[src/hw/rtl/cgne_axis.sv]
// One axis of the cell index: difference, 32x32 product, clamp to the grid.
// Depends on nothing; three registered stages.
module cgne_axis #(
  parameter int GRID_SIDE = 16,
  localparam int AW = (GRID_SIDE > 1) ? $clog2(GRID_SIDE) : 1,
  localparam int NW = $clog2(GRID_SIDE + 1)
) (
  input  logic                 clk,
  input  logic signed [31:0]   pos,
  input  logic signed [31:0]   org,
  input  logic        [31:0]   inv,
  input  logic        [NW-1:0] ncell,
  output logic        [AW-1:0] idx_r,
  output logic        [AW-1:0] lo_r,
  output logic        [AW-1:0] hi_r
);

  logic signed [32:0] diff;
  logic        [31:0] mag_r;
  logic               gt_r;
  logic               gt2_r;
  logic        [63:0] prod_r;
  logic        [31:0] raw;
  logic        [31:0] nm1;
  logic        [31:0] cl;
  logic        [31:0] cl_p1;

  assign diff = {pos[31], pos} - {org[31], org};

  always_ff @(posedge clk) begin
    mag_r  <= diff[31:0];
    gt_r   <= !diff[32] && (diff != 33'sd0);
    prod_r <= {32'd0, mag_r} * {32'd0, inv};
    gt2_r  <= gt_r;
  end

  always_comb begin
    raw   = gt2_r ? prod_r[63:32] : 32'd0;
    nm1   = 32'(ncell) - 32'd1;
    cl    = (raw > nm1) ? nm1 : raw;
    cl_p1 = cl + 32'd1;
  end

  always_ff @(posedge clk) begin
    idx_r <= AW'(cl);
    lo_r  <= (cl == 32'd0) ? AW'(0) : AW'(cl - 32'd1);
    hi_r  <= (cl_p1 < 32'(ncell)) ? AW'(cl_p1) : AW'(nm1);
  end

endmodule

[config.mk]
export PLATFORM = sky130hd
export DESIGN_NAME = cgne_axis
export DESIGN_NICKNAME = d
export VERILOG_FILES = /design/src/hw/rtl/cgne_axis.sv
export SDC_FILE = /design/constraint.sdc
export NUM_CORES = 2
export LEC_CHECK = 0
export BUFFER_PORTS_ARGS = -buffer_cell sky130_fd_sc_hd__buf_2
export CAP_MARGIN = 10
export CORE_MARGIN = 2
export CORE_UTILIZATION = 35
export DETAILED_ROUTE_END_ITERATION = 7
export GPL_ROUTABILITY_DRIVEN = 0
export HOLD_SLACK_MARGIN = 0.03
export PLACE_DENSITY = 0.56
export SLEW_MARGIN = 20
export SYNTH_ARGS = -nofsm -noshare
export SYNTH_HDL_FRONTEND = slang
export SYNTH_SLANG_ARGS = --single-unit
[constraint.sdc]
create_clock -name clk -period 7.2 [get_ports clk]
set_input_delay 0.72 -clock clk [delete_from_list [all_inputs] [get_ports clk]]
set_output_delay 0.72 -clock clk [all_outputs]
set_load 0.005 [all_outputs]
Word-level counts from Yosys, hierarchy flattened --
Cells that the tools add are included.
Word-level totals: flip-flop bits (word level) 110, input port bits 102, output and inout port bits 12, logic and storage cells 21
Cells by class: add/subtract/negate cells 4, multiply operators 1, order comparisons 2, muxes and demuxes 3, reduce and logical (&&, ||, !) cells 4
Operators with widths (number):
- multiplier 32 x 32 -> 64 bit | 1
- two-way mux 32 bit | 2
- nonzero test 33 bit | 1
- subtractor 32 x 32 -> 33 bit | 1
- adder 32 x 1 -> 32 bit (second input constant) | 1
- > comparator 32 bit | 1
- zero test 32 bit | 1
- less-than comparator 32 x 5 -> 1 bit | 1
- subtractor 5 x 1 -> 6 bit (second input constant) | 1
- two-way mux 4 bit | 1
- subtractor 4 x 1 -> 4 bit (second input constant) | 1
- logical AND 1 bit | 1
- zero test 1 bit | 1

Longest topological paths before layout --
word-level depth 6, depth in mapped cells 31, gate-level depth less buffers 30

Worst setup path after synthesis --
OpenSTA, ideal clock, no wires.
path type input -> register, start point input inv[2], end point register prod_r[63], library setup time 72 ps, arrival 7759 ps, data required time 7128 ps, path slack -631 ps, cell stages on the path 29, buffers on the path 1, cell sequence clkbuf_1 > and2_1 > fa_1 > inv_1 > fa_1 > fa_1 > fa_1 > inv_1 > fa_1 > inv_1 > fa_1 > inv_1 > fa_1 > inv_1 > fa_1 > inv_1 > ha_1 > nand2_1 > o21ai_0 > a21o_1 > a21oi_1 > o31a_1 > a311oi_1 > a31o_2 > a21oi_1 > o41ai_1 > o21ai_0 > nand2b_1 > xor2_1
Between the ends: cells in the longest elaborated chain, start to end 1
Ends and longest elaborated chain:
- start, declared | line 11 | input logic [31:0] inv,
- multiplier 32 x 32 -> 64 bit | line 33 | prod_r <= {32'd0, mag_r} * {32'd0, inv};
- end signal, assigned | line 33
- end, declared | line 22 | logic [63:0] prod_r;
Every way passes these cells. A chain may end at the register's enable or synchronous reset.

Worst setup path in the final report --
start point register mag_r[9], end point register prod_r[61]
Between the ends: cells in the longest elaborated chain, start to end 1
Ends and longest elaborated chain:
- start, declared | line 19 | logic [31:0] mag_r;
- start signal, assigned | line 31 | mag_r <= diff[31:0];
- multiplier 32 x 32 -> 64 bit | line 33
Every way passes these cells.

==> summary.txt <==
Status
  • Outcome: finished with violations
  • Failing checks: negative setup slack

Critical path
  • Crit path DAT: ~8 ns
  • Crit Path Category: flip-flop to flip-flop
  • Crit path max fanout: 8
  • Worst r2r src: mag_r[9]
  • Worst-case reg-to-reg path depth: 31
  • Reg2Reg Setup Slack: -0.47 ns
  • Setup crit start kind: flip-flop
  • Worst Path Buf+Inv: 9
  • Worst Path Required: approximately 7.5 ns
  • Kind of cell adding the most delay to the critical path: adder cells
  • CP max-delay cell: fa_1
  • Worst r2r dst: prod_r[61]
  • Max stage delay on crit path: 0.56 ns
  • Crit. End Element: flip-flop
  • Most used cell, CP: fa_1

Finish
  • Util after Layout: a little over 40%
  • Share of layout cells above drive strength 1: 15.7%
  • Cell area after layout: about 0.044 mm2
  • Final net count: between 5000 and 6000
  • Area growth syn-to-layout: 17.5%

Clocking
  • CTS H-Tree Depth: 3
  • CTS Buffer Depth: 2
  • Total CTS buffers: 9
  • CTS clk-pin slew, worst paths: ~0.08 ns
  • Worst-skew pair later-pin latency: around 0.40 ns
  • CTS root buf: clkbuf_16
  • CTS tree: done
  • TritonCTS Sinks: 78

Detailed routing
  • Final WL: around 110000 um
  • Post-route ant nets: 0
  • Initial DRC count: 1823
  • Wire length per cell: around 19 um
  • First-pass iteration count of the detailed router: 5
  • Avg Vias per Cell: between 4 and 5
  • Vias post-DR: 28700
  • # DRC: 0

STA
  • Slew @ Worst Pin: ~0.79 ns
  • Final max-slew violation count: 0
  • Relative slew margins: a little under half
  • Tcrit/Tclk final: 107%
  • FMAX: roughly 130 MHz
  • RSZ-0062 raised after global routing: true
  • Final Critical Period: ~7.7 ns
  • Fin. Hold Viols: 0
  • Final worst slack: -0.473 ns
  • Final TNS setup: -5.51 ns
  • # setup viols final: 20
  • Final Skew: 0.0194 ns

Die
  • Die X-Extent: between 300 and 400 um
  • IO Count: between 100 and 150
  • Die footprint: 0.110 mm2
  • Site Rows: 120
  • CORE AREA: around 0.11 mm2
  • Die H: approximately 330 um
  • Starting Density: 35.2%

Yosys
  • Mapped Avg Cell Area: about 9 um2
  • Synthesized net count: around 5500
  • Number of synthesized flops with an enable pin: 0
  • Unique masters post-synth: 67
  • Synth Instances: between 4000 and 5000
  • Synthesized flop and latch total: just under 80
  • Post-synth ARST share: 0%
  • Synth warn: 0
  • Synthesized area: approximately 0.038 mm2
  • Synth Flop Type: dfxtp_1
  • Sequential area share after synthesis: 4.14%

Worst hold path
  • Hold WC Path Type: flip-flop to flip-flop
  • Hold EP: gt2_r
  • Hold Startpoint: gt_r
  • Worst Hold Depth: 0

Run
  • Max-cap violations: 0

Placement
  • Port Buffer Count: approximately 110
  • Placed Area: 0.0427 mm2
  • DP HPWL: about 97000 um

Global route
  • First-pass GRT wire length: roughly 180000 um
  • Antenna violations before repair: 8
  • Gr usage total: approximately a fifth
  • Pin count of the biggest net entering global routing: 34
  • Global route overflow: 0
  • Vias in the first global route: between 30000 and 40000
## layer usage
layer | global-route usage [%] | wire length, um | vias to the layer above
met5 | 0 | 0 | -
met4 | 4.87 | 2450 | 0
met3 | 6.25 | 11100 | 115
met2 | 30.3 | 47300 | 933
met1 | 30.9 | 52500 | 14600
li1 | - | - | 13000
## logic make-up after synthesis
| kind of cell | Yosys count | share of synthesized area [%] |
|---|---|---|
| AND/OR/NAND/NOR | 1344 | 18.5 |
| adder cells (fa/ha/maj) | 1228 | 58.6 |
| buffers and inverters | 1174 | 11.7 |
| AO/OA/AOI/OAI | 286 | 5.08 |
| flip-flops | 78 | 4.14 |
| XOR/XNOR | 72 | 1.67 |
| multiplexers | 9 | 0.239 |
## per-stage QoR
| stage | std cells | hold slack, ns | setup slack [ns] |
|---|---|---|---|
| after floorplan | 4191 | 0.310 | -0.230 |
| after global placement | 5855 | 0.316 | -1.14 |
| after detailed placement | 5855 | 0.322 | -1.29 |
| after CTS | 5902 | 0.343 | -0.423 |
| after global routing | 5919 | 0.356 | -0.630 |
| final | 5924 | 0.338 | -0.473 |
## layout make-up
class | count | area, um2
antenna | 5 | 12.5
sequential | 78 | 1600
tap | 1403 | 1760
timing repair buffer | 526 | 4600
multi-input combinational | 2939 | 32400
clock inverter | 7 | 76.3
fill | 10700 | 62600
clock buffer | 9 | 225
inverter | 957 | 3590
## registers in the layout (all words and copies together), names as in the netlist
signal	cells
lo_r	4
mag_r	32
gt2_r	1
gt_r	1
hi_r	4
prod_r	32
idx_r	4
## cells in the final DEF, fill, tap and decap left out, drive strengths merged, types with 26 or more instances in the layout
master    n
nor2     53
nand3    36
nand4    26
ha      332
a21o     46
inv     962
fa      896
a21oi    78
nand2   508
dfxtp    78
xnor2    50
and2    622
o21ai    47
buf     520
## worst reg2reg max path: cells and delay by family (launching register included)
| kind | cells | cell delay [ns] |
|---|---|---|
| adder cells (fa/ha/maj) | 9 | 4.02 |
| AO/OA/AOI/OAI | 8 | 1.33 |
| buffers and inverters | 9 | 1.12 |
| AND/OR/NAND/NOR | 5 | 0.71 |
| flip-flops | 1 | 0.38 |
## synthesized netlist by cell type (15+ instances only)
cell type,number,area share [%]
a21oi_1,78,1.0
o21ai_0,46,0.61
clkbuf_1,215,2.1
nor4_1,15,0.25
nand2_1,508,5.1
and2_1,620,10
nand3_1,36,0.48
nor3_1,22,0.29
xnor2_1,50,1.2
ha_1,332,11
dfxtp_1,78,4.1
fa_1,896,48
inv_1,957,9.5
xor2_1,22,0.51
nor2_1,53,0.53
a21o_1,46,0.92
nand4_1,26,0.43
## what timing repair did
item | 4_1_cts | 5_1_grt
pin swaps | 88 | 74
setup endpoints to repair | 30 | 32
gates cloned | 4 | 2
setup buffers | 36 | 20
hold buffers | 0 | 0
resized for setup | 152 | 76
## worst max-delay path by stage
stage               startpoint    endpoint  slack, ns  depth (start not counted)
floorplan               inv[7]  prod_r[59]      -0.23                         29
global placement        inv[8]  prod_r[59]      -1.14                         24
detailed placement      inv[8]  prod_r[63]      -1.29                         25
CTS                  mag_r[12]  prod_r[61]      -0.42                         30
global route          mag_r[7]  prod_r[61]      -0.63                         30
finish                mag_r[9]  prod_r[61]      -0.47                         31
Power is left out: the tool's default activity adds up to more than one toggle a clock period on the data nets, which glitch-free logic cannot reach.
